`src/rtl/jcr_pkg.sv`:
```
`default_nettype none

package jcr_pkg;

   // Sizes of the stick and button inputs
   localparam int ADC_BITS   = 12;
   localparam int BUTTONS    = 7;
   localparam int DELTA_W    = ADC_BITS + 1;
   localparam int DIFF_W     = DELTA_W + 1;

   // Configuration register widths
   localparam int CSR_DATA_W = 20;
   localparam int CSR_IDX_W  = 3;
   localparam int THRESH_W   = 13;
   localparam int PERIOD_W   = 20;
   localparam int COUNT_W    = 4;
   localparam int ELAPSED_W  = 16;
   localparam int SINCE_W    = 21;
   localparam int MODE_W     = 2;
   localparam int CHAN_W     = 8;

   // Configuration register indexes
   localparam logic [CSR_IDX_W-1:0] CSR_CENTER_X    = 3'd0;
   localparam logic [CSR_IDX_W-1:0] CSR_CENTER_Y    = 3'd1;
   localparam logic [CSR_IDX_W-1:0] CSR_DEADZONE    = 3'd2;
   localparam logic [CSR_IDX_W-1:0] CSR_MOVE_THRESH = 3'd3;
   localparam logic [CSR_IDX_W-1:0] CSR_GAME_GAP    = 3'd4;
   localparam logic [CSR_IDX_W-1:0] CSR_CAL_PERIOD  = 3'd5;
   localparam logic [CSR_IDX_W-1:0] CSR_DEBOUNCE    = 3'd6;

   // Register reset values
   localparam logic [ADC_BITS-1:0] CENTER_RESET   = 12'd2048;
   localparam logic [ADC_BITS-1:0] DEADZONE_RESET = 12'd220;
   localparam logic [THRESH_W-1:0] THRESH_RESET   = 13'd14;
   localparam logic [PERIOD_W-1:0] GAP_RESET      = 20'd33000;
   localparam logic [PERIOD_W-1:0] PERIOD_RESET   = 20'd25000;
   localparam logic [COUNT_W-1:0]  DEBOUNCE_RESET = 4'd4;

   // Operating modes
   localparam logic [MODE_W-1:0] MODE_SILENT = 2'd0;
   localparam logic [MODE_W-1:0] MODE_CAL    = 2'd1;
   localparam logic [MODE_W-1:0] MODE_GAME   = 2'd2;

   // Filter and scaling constants
   localparam int FILT_WEIGHT = 7;
   localparam int LP_SHIFT    = 3;
   localparam int SUM_W       = ADC_BITS + LP_SHIFT;
   localparam int COUNT_MAX   = 15;
   localparam logic [SINCE_W-1:0] SINCE_MAX  = {SINCE_W{1'b1}};
   localparam logic [CHAN_W-1:0]  STICK_BLUE = 8'd48;
   localparam logic [CHAN_W-1:0]  CHAN_MAX   = 8'd255;

   // Offset scaling: ad * 255 / 500 saturates from SCALE_SAT on; below that
   // it equals (ad * 51) / 100, done as a multiply by ceil(2^21 / 100)
   localparam int SCALE_SAT   = 502;
   localparam int SCALE_NUM   = 51;
   localparam int SCALE_RECIP = 20972;
   localparam int SCALE_SHIFT = 21;

   // Button color table
   localparam int TABLE_LEN = 7;

   typedef struct packed {
      logic [CHAN_W-1:0] red;
      logic [CHAN_W-1:0] green;
      logic [CHAN_W-1:0] blue;
   } rgb_type;

   // Filtered offset and LED intensity of one axis
   typedef struct packed {
      logic signed [DELTA_W-1:0] delta;
      logic [CHAN_W-1:0]         mag;
   } axis_type;

   // LED color decision for one sample
   typedef struct packed {
      logic    write;
      rgb_type color;
   } led_type;

   function automatic rgb_type key_rgb(input logic [2:0] idx);
      rgb_type c;
      case (idx)
         3'd0:    c = '{red: 8'd255, green: 8'd0,   blue: 8'd0};
         3'd1:    c = '{red: 8'd0,   green: 8'd255, blue: 8'd0};
         3'd2:    c = '{red: 8'd0,   green: 8'd0,   blue: 8'd255};
         3'd3:    c = '{red: 8'd255, green: 8'd255, blue: 8'd0};
         3'd4:    c = '{red: 8'd255, green: 8'd0,   blue: 8'd255};
         3'd5:    c = '{red: 8'd0,   green: 8'd255, blue: 8'd255};
         3'd6:    c = '{red: 8'd255, green: 8'd255, blue: 8'd255};
         default: c = '{red: 8'd0,   green: 8'd0,   blue: 8'd0};
      endcase
      return c;
   endfunction

endpackage

`default_nettype wire

```
`src/rtl/joystick_conditioner_reporter.sv`:
```
// Joystick conditioner and report gate. Each request beat is a stick sample
// (filtered, centered, deadzoned, buttons debounced, LED color chosen) or a
// mode command, and produces exactly one response beat. The block takes one
// beat per clock: a request is held in an input register, processed in one
// pass through the filter, debounce and report-gating logic, and lands in the
// response register, so throughput is one item per cycle. A beat moves from
// the input register to the response register, where it is held until taken;
// only a response held by rsp_ready low stalls the input. Configuration
// registers are written through the csr_ port, one per cycle, and should be
// changed only while no beats are in flight. Index values beyond the register
// list are ignored.

`default_nettype none

module joystick_conditioner_reporter import jcr_pkg::*; (
   input  wire logic                       clock,
   input  wire logic                       reset,

   input  wire logic                       req_valid,
   output logic                            req_ready,
   input  wire logic                       req_cmd,
   input  wire logic [ADC_BITS-1:0]        req_raw_x,
   input  wire logic [ADC_BITS-1:0]        req_raw_y,
   input  wire logic                       req_adc_ok,
   input  wire logic [BUTTONS-1:0]         req_raw_buttons,
   input  wire logic [ELAPSED_W-1:0]       req_elapsed_us,
   input  wire logic [MODE_W-1:0]          req_new_mode,

   output logic                            rsp_valid,
   input  wire logic                       rsp_ready,
   output logic                            rsp_report,
   output logic signed [DELTA_W-1:0]       rsp_delta_x,
   output logic signed [DELTA_W-1:0]       rsp_delta_y,
   output logic [BUTTONS-1:0]              rsp_buttons,
   output logic                            rsp_sample_ok,
   output logic                            rsp_led_write,
   output logic [CHAN_W-1:0]               rsp_led_red,
   output logic [CHAN_W-1:0]               rsp_led_green,
   output logic [CHAN_W-1:0]               rsp_led_blue,

   input  wire logic                       csr_we,
   input  wire logic [CSR_IDX_W-1:0]       csr_index,
   input  wire logic [CSR_DATA_W-1:0]      csr_wdata
);

   // Configuration registers
   logic [ADC_BITS-1:0] center_x_ff, center_y_ff, deadzone_ff;
   logic [THRESH_W-1:0] move_thresh_ff;
   logic [PERIOD_W-1:0] game_gap_ff, cal_period_ff;
   logic [COUNT_W-1:0]  debounce_ff;

   // Input register
   logic                 in_valid_ff;
   logic                 cmd_ff;
   logic [ADC_BITS-1:0]  raw_x_ff, raw_y_ff;
   logic                 adc_ok_ff;
   logic [BUTTONS-1:0]   raw_btn_ff;
   logic [ELAPSED_W-1:0] elapsed_ff;
   logic [MODE_W-1:0]    new_mode_ff;

   // Report gating state
   logic [MODE_W-1:0]         mode_ff, mode_in;
   logic                      sync_ff, sync_in;
   logic signed [DELTA_W-1:0] last_dx_ff, last_dx_in;
   logic signed [DELTA_W-1:0] last_dy_ff, last_dy_in;
   logic [BUTTONS-1:0]        last_mask_ff, last_mask_in;
   logic [SINCE_W-1:0]        since_ff, since_in;

   // Response register
   logic                      out_valid_ff;
   logic                      report_ff;
   logic signed [DELTA_W-1:0] dx_ff, dy_ff;
   logic [BUTTONS-1:0]        buttons_ff;
   logic                      sample_ok_ff;
   logic                      led_write_ff;
   rgb_type                   color_ff;

   logic                      advance;
   logic                      sample;
   logic                      load;
   axis_type                  axis_x, axis_y;
   led_type                   led;
   logic [BUTTONS-1:0]        stable;
   logic signed [DELTA_W-1:0] dx, dy;
   logic signed [DELTA_W-1:0] base_dx, base_dy;
   logic [BUTTONS-1:0]        base_mask;
   logic [SINCE_W:0]          since_sum;
   logic [SINCE_W-1:0]        since_sat, since_base;
   logic                      sync_now;
   logic signed [DIFF_W-1:0]  diff_x, diff_y;
   logic [DIFF_W-1:0]         adiff_x, adiff_y;
   logic                      stick;
   logic                      report;

   // Move a beat from the input register to the response register
   assign advance   = in_valid_ff && (!out_valid_ff || rsp_ready);
   assign req_ready = !in_valid_ff || advance;
   assign sample    = advance && !cmd_ff;
   assign load      = sample && adc_ok_ff;

   // Configuration writes
   always_ff @(posedge clock) begin
      if (reset) begin
         center_x_ff    <= CENTER_RESET;
         center_y_ff    <= CENTER_RESET;
         deadzone_ff    <= DEADZONE_RESET;
         move_thresh_ff <= THRESH_RESET;
         game_gap_ff    <= GAP_RESET;
         cal_period_ff  <= PERIOD_RESET;
         debounce_ff    <= DEBOUNCE_RESET;
      end else if (csr_we) begin
         case (csr_index)
            CSR_CENTER_X:    center_x_ff    <= csr_wdata[ADC_BITS-1:0];
            CSR_CENTER_Y:    center_y_ff    <= csr_wdata[ADC_BITS-1:0];
            CSR_DEADZONE:    deadzone_ff    <= csr_wdata[ADC_BITS-1:0];
            CSR_MOVE_THRESH: move_thresh_ff <= csr_wdata[THRESH_W-1:0];
            CSR_GAME_GAP:    game_gap_ff    <= csr_wdata[PERIOD_W-1:0];
            CSR_CAL_PERIOD:  cal_period_ff  <= csr_wdata[PERIOD_W-1:0];
            CSR_DEBOUNCE:    debounce_ff    <= csr_wdata[COUNT_W-1:0];
            default: ;
         endcase
      end
   end

   // Capture the request beat
   always_ff @(posedge clock) begin
      if (reset) begin
         in_valid_ff <= 1'b0;
      end else if (req_ready) begin
         in_valid_ff <= req_valid;
      end
   end

   always_ff @(posedge clock) begin
      if (req_valid && req_ready) begin
         cmd_ff      <= req_cmd;
         raw_x_ff    <= req_raw_x;
         raw_y_ff    <= req_raw_y;
         adc_ok_ff   <= req_adc_ok;
         raw_btn_ff  <= req_raw_buttons;
         elapsed_ff  <= req_elapsed_us;
         new_mode_ff <= req_new_mode;
      end
   end

   jcr_axis u_axis_x (
      .clock    (clock),
      .reset    (reset),
      .load     (load),
      .raw      (raw_x_ff),
      .center   (center_x_ff),
      .deadzone (deadzone_ff),
      .res      (axis_x)
   );

   jcr_axis u_axis_y (
      .clock    (clock),
      .reset    (reset),
      .load     (load),
      .raw      (raw_y_ff),
      .center   (center_y_ff),
      .deadzone (deadzone_ff),
      .res      (axis_y)
   );

   jcr_debounce u_debounce (
      .clock  (clock),
      .reset  (reset),
      .step   (sample),
      .raw    (raw_btn_ff),
      .reads  (debounce_ff),
      .stable (stable)
   );

   jcr_led u_led (
      .clock  (clock),
      .reset  (reset),
      .step   (sample),
      .mask   (stable),
      .adc_ok (adc_ok_ff),
      .mag_x  (axis_x.mag),
      .mag_y  (axis_y.mag),
      .res    (led)
   );

   // Deltas read zero on a failed ADC read
   assign dx = adc_ok_ff ? axis_x.delta : '0;
   assign dy = adc_ok_ff ? axis_y.delta : '0;

   // Accumulate time, saturating
   always_comb begin
      since_sum = {1'b0, since_ff} + (SINCE_W + 1)'(elapsed_ff);
      since_sat = since_sum[SINCE_W] ? SINCE_MAX : since_sum[SINCE_W-1:0];
   end

   // Sync the shadow values on game entry, then gate the report
   always_comb begin
      sync_now   = sync_ff && (mode_ff == MODE_GAME);
      base_dx    = sync_now ? dx : last_dx_ff;
      base_dy    = sync_now ? dy : last_dy_ff;
      base_mask  = sync_now ? stable : last_mask_ff;
      since_base = sync_now ? '0 : since_sat;

      diff_x  = DIFF_W'(dx) - DIFF_W'(base_dx);
      diff_y  = DIFF_W'(dy) - DIFF_W'(base_dy);
      adiff_x = diff_x[DIFF_W-1] ? DIFF_W'(-diff_x) : DIFF_W'(diff_x);
      adiff_y = diff_y[DIFF_W-1] ? DIFF_W'(-diff_y) : DIFF_W'(diff_y);
      stick   = (adiff_x >= DIFF_W'(move_thresh_ff)) ||
                (adiff_y >= DIFF_W'(move_thresh_ff));

      case (mode_ff)
         MODE_CAL:  report = since_base >= SINCE_W'(cal_period_ff);
         MODE_GAME: report = (stable != base_mask) ||
                             (stick && since_base >= SINCE_W'(game_gap_ff));
         default:   report = 1'b0;
      endcase
   end

   // Next gating state for a sample or a mode command
   always_comb begin
      mode_in      = mode_ff;
      sync_in      = sync_ff;
      last_dx_in   = last_dx_ff;
      last_dy_in   = last_dy_ff;
      last_mask_in = last_mask_ff;
      since_in     = since_ff;
      if (advance) begin
         if (cmd_ff) begin
            case (new_mode_ff)
               MODE_SILENT: mode_in = MODE_SILENT;
               MODE_CAL: begin
                  mode_in  = MODE_CAL;
                  sync_in  = 1'b0;
                  since_in = SINCE_MAX;
               end
               MODE_GAME: begin
                  mode_in = MODE_GAME;
                  sync_in = 1'b1;
               end
               default: ;
            endcase
         end else begin
            sync_in      = sync_now ? 1'b0 : sync_ff;
            last_dx_in   = report ? dx : base_dx;
            last_dy_in   = report ? dy : base_dy;
            last_mask_in = report ? stable : base_mask;
            since_in     = report ? '0 : since_base;
         end
      end
   end

   always_ff @(posedge clock) begin
      if (reset) begin
         mode_ff      <= MODE_SILENT;
         sync_ff      <= 1'b0;
         last_dx_ff   <= '0;
         last_dy_ff   <= '0;
         last_mask_ff <= '0;
         since_ff     <= SINCE_MAX;
      end else begin
         mode_ff      <= mode_in;
         sync_ff      <= sync_in;
         last_dx_ff   <= last_dx_in;
         last_dy_ff   <= last_dy_in;
         last_mask_ff <= last_mask_in;
         since_ff     <= since_in;
      end
   end

   // Hold the response beat until taken
   always_ff @(posedge clock) begin
      if (reset) begin
         out_valid_ff <= 1'b0;
      end else if (advance) begin
         out_valid_ff <= 1'b1;
      end else if (rsp_ready) begin
         out_valid_ff <= 1'b0;
      end
   end

   always_ff @(posedge clock) begin
      if (advance) begin
         report_ff    <= sample && report;
         dx_ff        <= cmd_ff ? '0 : dx;
         dy_ff        <= cmd_ff ? '0 : dy;
         buttons_ff   <= stable;
         sample_ok_ff <= !cmd_ff && adc_ok_ff;
         led_write_ff <= led.write;
         color_ff     <= led.color;
      end
   end

   assign rsp_valid     = out_valid_ff;
   assign rsp_report    = report_ff;
   assign rsp_delta_x   = dx_ff;
   assign rsp_delta_y   = dy_ff;
   assign rsp_buttons   = buttons_ff;
   assign rsp_sample_ok = sample_ok_ff;
   assign rsp_led_write = led_write_ff;
   assign rsp_led_red   = color_ff.red;
   assign rsp_led_green = color_ff.green;
   assign rsp_led_blue  = color_ff.blue;

endmodule

`default_nettype wire

```
`src/rtl/jcr_axis.sv`:
```
`default_nettype none

module jcr_axis import jcr_pkg::*; (
   input  wire logic                clock,
   input  wire logic                reset,
   input  wire logic                load,
   input  wire logic [ADC_BITS-1:0] raw,
   input  wire logic [ADC_BITS-1:0] center,
   input  wire logic [ADC_BITS-1:0] deadzone,
   output axis_type                 res
);

   logic [ADC_BITS-1:0]        filt_ff, filt_in;
   logic                       seeded_ff, seeded_in;
   logic [SUM_W-1:0]           sum;
   logic [ADC_BITS-1:0]        filt_next;
   logic signed [DELTA_W-1:0]  d;
   logic [DELTA_W-1:0]         ad;
   logic [15:0]                ad_wide;
   logic [14:0]                num;
   logic [29:0]                prod;
   logic signed [DELTA_W-1:0]  delta;
   logic [CHAN_W-1:0]          mag;

   // Low-pass step, seeded by the first good sample
   always_comb begin
      sum       = SUM_W'(filt_ff) * SUM_W'(FILT_WEIGHT) + SUM_W'(raw);
      filt_next = seeded_ff ? sum[SUM_W-1:LP_SHIFT] : raw;
      filt_in   = load ? filt_next : filt_ff;
      seeded_in = seeded_ff | load;
   end

   // Offset from center with symmetric deadzone
   always_comb begin
      d     = $signed({1'b0, filt_next}) - $signed({1'b0, center});
      ad    = d[DELTA_W-1] ? DELTA_W'(-d) : DELTA_W'(d);
      delta = (ad < {1'b0, deadzone}) ? '0 : d;
   end

   // Scale the offset magnitude to an LED channel
   always_comb begin
      ad_wide = 16'(ad);
      num     = 15'(ad_wide[8:0]) * 15'(SCALE_NUM);
      prod    = 30'(num) * 30'(SCALE_RECIP);
      if (ad_wide >= 16'(SCALE_SAT)) begin
         mag = CHAN_MAX;
      end else begin
         mag = prod[SCALE_SHIFT+CHAN_W-1:SCALE_SHIFT];
      end
   end

   assign res = '{delta: delta, mag: mag};

   always_ff @(posedge clock) begin
      if (reset) begin
         filt_ff   <= '0;
         seeded_ff <= 1'b0;
      end else begin
         filt_ff   <= filt_in;
         seeded_ff <= seeded_in;
      end
   end

endmodule

`default_nettype wire

```
`src/rtl/jcr_debounce.sv`:
```
`default_nettype none

module jcr_debounce import jcr_pkg::*; (
   input  wire logic               clock,
   input  wire logic               reset,
   input  wire logic               step,
   input  wire logic [BUTTONS-1:0] raw,
   input  wire logic [COUNT_W-1:0] reads,
   output logic      [BUTTONS-1:0] stable
);

   logic [BUTTONS-1:0] cand_ff, cand_in;
   logic [BUTTONS-1:0] stable_ff, stable_in;
   logic [COUNT_W-1:0] count_ff, count_in;

   // Count equal masks, restart on a change, accept once enough are seen
   always_comb begin
      cand_in   = cand_ff;
      count_in  = count_ff;
      stable_in = stable_ff;
      if (step) begin
         if (raw == cand_ff) begin
            if (count_ff != COUNT_W'(COUNT_MAX)) begin
               count_in = count_ff + 1'b1;
            end
         end else begin
            cand_in  = raw;
            count_in = COUNT_W'(1);
         end
         if (count_in >= reads) begin
            stable_in = cand_in;
         end
      end
   end

   assign stable = stable_in;

   always_ff @(posedge clock) begin
      if (reset) begin
         cand_ff   <= '0;
         count_ff  <= '0;
         stable_ff <= '0;
      end else begin
         cand_ff   <= cand_in;
         count_ff  <= count_in;
         stable_ff <= stable_in;
      end
   end

endmodule

`default_nettype wire

```
`src/rtl/jcr_led.sv`:
```
`default_nettype none

module jcr_led import jcr_pkg::*; (
   input  wire logic               clock,
   input  wire logic               reset,
   input  wire logic               step,
   input  wire logic [BUTTONS-1:0] mask,
   input  wire logic               adc_ok,
   input  wire logic [CHAN_W-1:0]  mag_x,
   input  wire logic [CHAN_W-1:0]  mag_y,
   output led_type                 res
);

   rgb_type last_ff, last_in;
   logic    seeded_ff, seeded_in;
   rgb_type color;
   logic    have;
   logic    write;

   // Pick the lowest pressed button's color, else the stick color
   always_comb begin
      color = '{red: mag_x, green: mag_y, blue: STICK_BLUE};
      have  = adc_ok;
      for (int i = BUTTONS - 1; i >= 0; i--) begin
         if (i < TABLE_LEN && mask[i]) begin
            color = key_rgb(3'(i));
            have  = 1'b1;
         end
      end
   end

   // Rewrite the LED only when the color changes
   always_comb begin
      write     = step && have && (!seeded_ff || color != last_ff);
      last_in   = write ? color : last_ff;
      seeded_in = seeded_ff | write;
      res.write = write;
      res.color = last_in;
   end

   always_ff @(posedge clock) begin
      if (reset) begin
         last_ff   <= '0;
         seeded_ff <= 1'b0;
      end else begin
         last_ff   <= last_in;
         seeded_ff <= seeded_in;
      end
   end

endmodule

`default_nettype wire
```
`config.mk`:
```
export PLATFORM = sky130hd
export DESIGN_NAME = joystick_conditioner_reporter
export DESIGN_NICKNAME = d
export VERILOG_FILES = /design/src/rtl/jcr_pkg.sv /design/src/rtl/joystick_conditioner_reporter.sv /design/src/rtl/jcr_axis.sv /design/src/rtl/jcr_debounce.sv /design/src/rtl/jcr_led.sv
export SDC_FILE = /design/constraint.sdc
export NUM_CORES = 2
export LEC_CHECK = 0
export BUFFER_PORTS_ARGS = -buffer_cell sky130_fd_sc_hd__buf_4
export CORE_MARGIN = 2
export CORE_UTILIZATION = 39
export DETAILED_ROUTE_END_ITERATION = 8
export MAX_ROUTING_LAYER = met4
export PLACE_DENSITY_LB_ADDON = 0.08
export SLEW_MARGIN = 20
export SYNTH_ARGS = -nofsm -noshare
export SYNTH_HDL_FRONTEND = slang
export SYNTH_SLANG_ARGS = --single-unit
```
`constraint.sdc`:
```
create_clock -name clock -period 30.9 [get_ports clock]
set_input_delay 3.09 -clock clock [delete_from_list [all_inputs] [get_ports clock]]
set_output_delay 3.09 -clock clock [all_outputs]
set_load 0.02 [all_outputs]
```
# Word level (Yosys, flattened, before mapping)
# Index checks and enable logic that the tools add are counted.
# word_totals
reg_bits	332
inputBits	79
out_inout_bits	62
word_cells	175
# classes
n_addsub	12
n_mul	6
magnitude_cmp	9
eq_ne	16
n_mux	51
n_bitwise	4
n_reduce_logical	35
# ops
operator	n
two-way mux 24 bit	8
two-way mux 13 bit	10
two-way mux 21 bit	5
multiplier 15 x 13 -> 27 bit (second input constant)	2
>= comparator 21 x 20 -> 1 bit	2
two-way mux 7 bit	5
adder 15 x 12 -> 15 bit	2
multiplier 12 x 3 -> 15 bit (second input constant)	2
multiplier 9 x 6 -> 15 bit (second input constant)	2
>= comparator 14 x 13 -> 1 bit	2
two-way mux 14 bit	2
negator 14 bit	2
subtractor 13 x 13 -> 14 bit	2
>= comparator 13 x 9 -> 1 bit (second input constant)	2
< comparator 13 x 12 -> 1 bit	2
negator 13 bit	2
subtractor 12 x 12 -> 13 bit	2
two-way mux 12 bit	2
inequality test 24 bit	1
adder 21 x 16 -> 22 bit	1
AND reduction 2 bit	9
two-way mux 8 bit	2
two-way mux 4 bit	3
two-way mux 1 bit	11
24 further kinds	50

# Longest topological paths before layout
# logic_depth
word_depth	20
ltp_mapped	69
mapped_depth_nobuf	66

# Modules after synthesis
# Synthesis repeated with hierarchy kept, for this count alone.
# hier_totals
hier_cells	3708
area_unflattened_um2	32521.2
# by_module_without_submodules
module	n_inst	cells_per_inst	area_per_inst_um2	seq_area_each_um2
joystick_conditioner_reporter	1	1597	14506.4	6376.1
jcr_axis (u_axis_y)	1	868	7480.9	260.2
jcr_axis (u_axis_x)	1	864	7474.7	260.2
jcr_led	1	263	2010.7	500.5
jcr_debounce	1	116	1048.5	360.3

# Least setup slack after synthesis
# No wires, ideal clock.
# synth_timing
path_kind	reg2reg
startpoint	register u_axis_x.filt_ff[0]
endpoint	register color_ff, in the netlist rsp_led_blue[2], data pin
setup_time_ns	0.260
t_arrival_ns	14.343
required_time_ns	30.640
slack_ns	16.297
path_stages_with_launch	67
path_buffers	1
synth_period_minus_slack_ns	14.603
cell_sequence	dfxtp_1 > fa_1 > inv_1 > fa_1 > inv_1 > ha_1 > a41o_1 > a21oi_1 > o21bai_1 > a21oi_1 > o21bai_1 > a21oi_1 > o21bai_1 > a21oi_1 > inv_1 > a21oi_1 > xnor2_1 > mux2_2 > [31 not listed] > inv_1 > ha_1 > a211oi_1 > nor2_1 > o311ai_0 > o2111ai_1 > mux2i_1 > or3_1 > and4_1 > nand4_1 > o21ai_0 > a2111oi_2 > nor4b_4 > nand3_2 > nand2_4 > inv_2 > buf_6 > mux2_4
# synth_lines
element	line	source
from (decl)	jcr_axis.sv:13	logic [ADC_BITS-1:0] filt_ff, filt_in;
from (signal assigned)	jcr_axis.sv:59	filt_ff <= filt_in;
to (signal assigned)	joystick_conditioner_reporter.sv:289	color_ff <= led.color;
to (decl)	joystick_conditioner_reporter.sv:76	rgb_type color_ff;

==> flow_metrics.py <==
metrics = {
    "clock_tree": {
        "clk_pin_slew_worst_paths_ns": 0.06,
        "postCtsSetupRepairBufs": 0,
        "cts_resized": 0,
        "numCtsBuffers": 43,
        "cts_tree": "done",
        "cts_hold_buf": 0,
        "htreeDepth": 2,
        "clkSinkCount": 332,
        "root_buffer": "clkbuf_16",
        "cts_buffer_depth": 3,
        "clk_latency_ns": 0.59,
    },
    "synthesis": {
        "synth-edff-count": 111,
        "yosysWarnings": 0,
        "netlist_instances": 3518,
        "synth_mux_area_share_pct": 2.67,
        "syn_avg_cell_area_um2": 8.89,
        "async_flop_share_pct": 0,
        "synth_xor_area_share_pct": 4.96,
        "ys_types": 98,
        "synthAdderAreaFrac_pct": 31.3,
        "yosysSeqAreaShare_pct": 24.8,
        "synth-simple-area-share_pct": 13.5,
        "syn_nets": 4261,
        "synth_top_family_by_area": "adder cells",
        "synth-compound-area-share_pct": 15.1,
        "ys.flop_type": "dfxtp_1",
        "synth-seq-cells": 332,
        "syn-cell-area_um2": 31300,
    },
    "grt": {
        "grt_max_degree": 90,
        "grt_pass1_vias": 23588,
        "overflow": 0,
        "track_usage_pct": 21.6,
        "grt_pass1_wl_mm": 136,
        "antenna_found_initial": 0,
    },
    "critical_path": {
        "cp-start-kind": "register",
        "crit_required_ns": 31.22,
        "cp-end-kind": "register",
        "crit_path_end": "rsp_led_blue[3]",
        "slowest_delay_ns": 0.70,
        "worstPathMaxFanout": 14,
        "crit_path_start": "u_axis_x.filt_ff[0]",
        "r2r_end": "rsp_led_blue[3]",
        "crit_arrival_ns": 16.98,
        "slowest_stage": "o21ai_1",
        "r2r_start": "u_axis_x.filt_ff[0]",
        "worstSetupPathType": "reg -> reg",
        "r2r.worst_path.cells": 65,
        "r2r_setup_slack_ns": 14.24,
    },
    "placed_design": {
        "port-buffer-count": 140,
        "gp_congestion": 0.881,
        "dp_hpwl_mm": 68.6,
    },
    "outcome": {
        "outcome": "finished clean",
    },
    "timing": {
        "hold_violations": 0,
        "worst_clock_skew_ns": 0.0308,
        "tightest_slew_ns": 1.09,
        "drv_slew": 0,
        "max_clock_freq_ghz": 0.0600,
        "finalCritPeriodShare_pct": 53.9,
        "slew_headroom_pct": 27.3,
        "rsz0062_at_grt": "false",
        "finalSetupTns_ns": 0,
        "setup_viol": 0,
        "period_needed_ns": 16.66,
    },
    "cells_and_area": {
        "fin_nets": 4365,
        "drive_above_1_share_pct": 8.32,
        "diodes": 0,
        "syn_to_final_growth_pct": 11.3,
        "layout_common_cells": "inv_1, ha_1, nand2_1",
        "nFillCells": 7919,
        "mostFrequentLayoutCell": "inv_1",
    },
    "drt": {
        "remaining_drc_errors": 0,
        "first_pass_iters": 5,
        "ant_nets": 0,
        "wl_per_cell_um": 18.4,
        "routed_wl_mm": 86.7,
        "vias": 24221,
        "first_iter_violations": 1208,
        "avgViaCountPerCell": 5.15,
    },
    "die": {
        "rows": 103,
        "die_y_um": 287,
        "start_util_pct": 39.5,
        "io_pins": 141,
        "core_region_area_um2": 79300,
        "die_area_um2": 82500,
        "dieWidth_um": 287,
    },
    "run": {
        "drv_cap": 0,
    },
    "worst_hold_path": {
        "hp-class": "reg -> reg",
    },
}
sequential cells by signal (all words and copies together), names as in the netlist, 13 cells and up:
register	count
u_led.last_ff	24
since_ff	21
cal_period_ff	20
game_gap_ff	20
elapsed_ff	16
last_dx_ff	13
last_dy_ff	13
move_thresh_ff	13
rsp_delta_x	13
rsp_delta_y	13
layout make-up:
| type | instances | area (µm²) | share of cell area [%] |
|---|---|---|---|
| clock buffer | 56 | 1180 | 3.40 |
| clock inverter | 23 | 218 | 0.626 |
| inverter | 525 | 1970 | 5.66 |
| multi-input combinational | 2557 | 21100 | 60.7 |
| sequential | 332 | 7760 | 22.3 |
| tap | 1050 | 1310 | 3.77 |
| timing repair buffer | 163 | 1230 | 3.53 |
cell families after synthesis:
logic type,count (synthesis)
buf+inv,629
simple gates,906
flops,332
compound gates,734
mux,79
xor+xnor,174
fa+ha+maj,664
synthesized netlist by cell type, drive strengths merged (8+ instances only):
cell / instances / area share (%)
clkbuf: 84 / 1.0
xor2: 62 / 1.7
nand4: 27 / 0.54
a31o: 10 / 0.28
nor4: 12 / 0.24
buf: 20 / 0.42
a21o: 54 / 1.3
o21a: 31 / 0.74
xnor2: 111 / 3.2
a31oi: 18 / 0.36
a211o: 9 / 0.25
and3: 17 / 0.34
nand3: 35 / 0.58
o31a: 8 / 0.22
o31ai: 11 / 0.26
dfxtp: 221 / 14
or2: 11 / 0.22
a2111oi: 11 / 0.39
a211oi: 35 / 0.86
o211ai: 35 / 0.86
mux2i: 59 / 1.9
edfxtp: 111 / 11
o2111ai: 12 / 0.34
or3: 15 / 0.30
inv: 525 / 6.3
nor3: 76 / 1.3
and2: 17 / 0.35
o21ai: 136 / 2.2
and4: 8 / 0.22
a21oi: 276 / 4.4
ha: 467 / 19
a21boi: 11 / 0.28
nand2: 336 / 4.1
nand2b: 42 / 0.84
nor2b: 35 / 0.70
mux2: 20 / 0.77
fa: 197 / 13
nor2: 243 / 2.9
o21bai: 18 / 0.43
worst min path at each step:
stage	to	startpoint	cells after the start
after global placement	cal_period_ff[6]	cal_period_ff[6]	2
final	game_gap_ff[8]	game_gap_ff[8]	2
after detailed placement	center_x_ff[4]	center_x_ff[4]	2
after CTS	center_x_ff[4]	center_x_ff[4]	2
after floorplan	u_led.seeded_ff	u_led.seeded_ff	1
after global routing	move_thresh_ff[7]	move_thresh_ff[7]	2
per-layer routing:
metal	GRT usage (%)	vias up	wire [µm]
met4	4.10	0	1350
met2	34.9	319	41000
li1	-	12210	-
met5	-	-	0
met1	29.7	11622	41900
met3	1.90	70	2490
worst max-delay path: cells and delay by family (launching register included):
kind,cells,cell delay (ns)
AO/OA/AOI/OAI,24,5.73
multiplexers,2,0.60
flip-flops,1,0.36
adder cells (fa/ha/maj),14,6.19
XOR/XNOR,2,0.41
buffers and inverters,10,0.86
AND/OR/NAND/NOR,13,2.20
per-stage QoR:
step	cells	util [%]	worst slack [ns]	hold slack (ns)	cell area, µm²
after floorplan	3518	-	16.30	0.434	31300
after global placement	4627	42.1	14.60	0.442	33400
after detailed placement	4627	42.1	14.43	0.447	33400
after CTS	4706	43.9	14.33	0.454	34800
after global routing	4706	43.9	12.89	0.470	34800
final	4706	43.9	14.24	0.455	34800
Power is left out: the tool's default activity adds up to more than one toggle a clock period on the data nets, which glitch-free logic cannot reach.
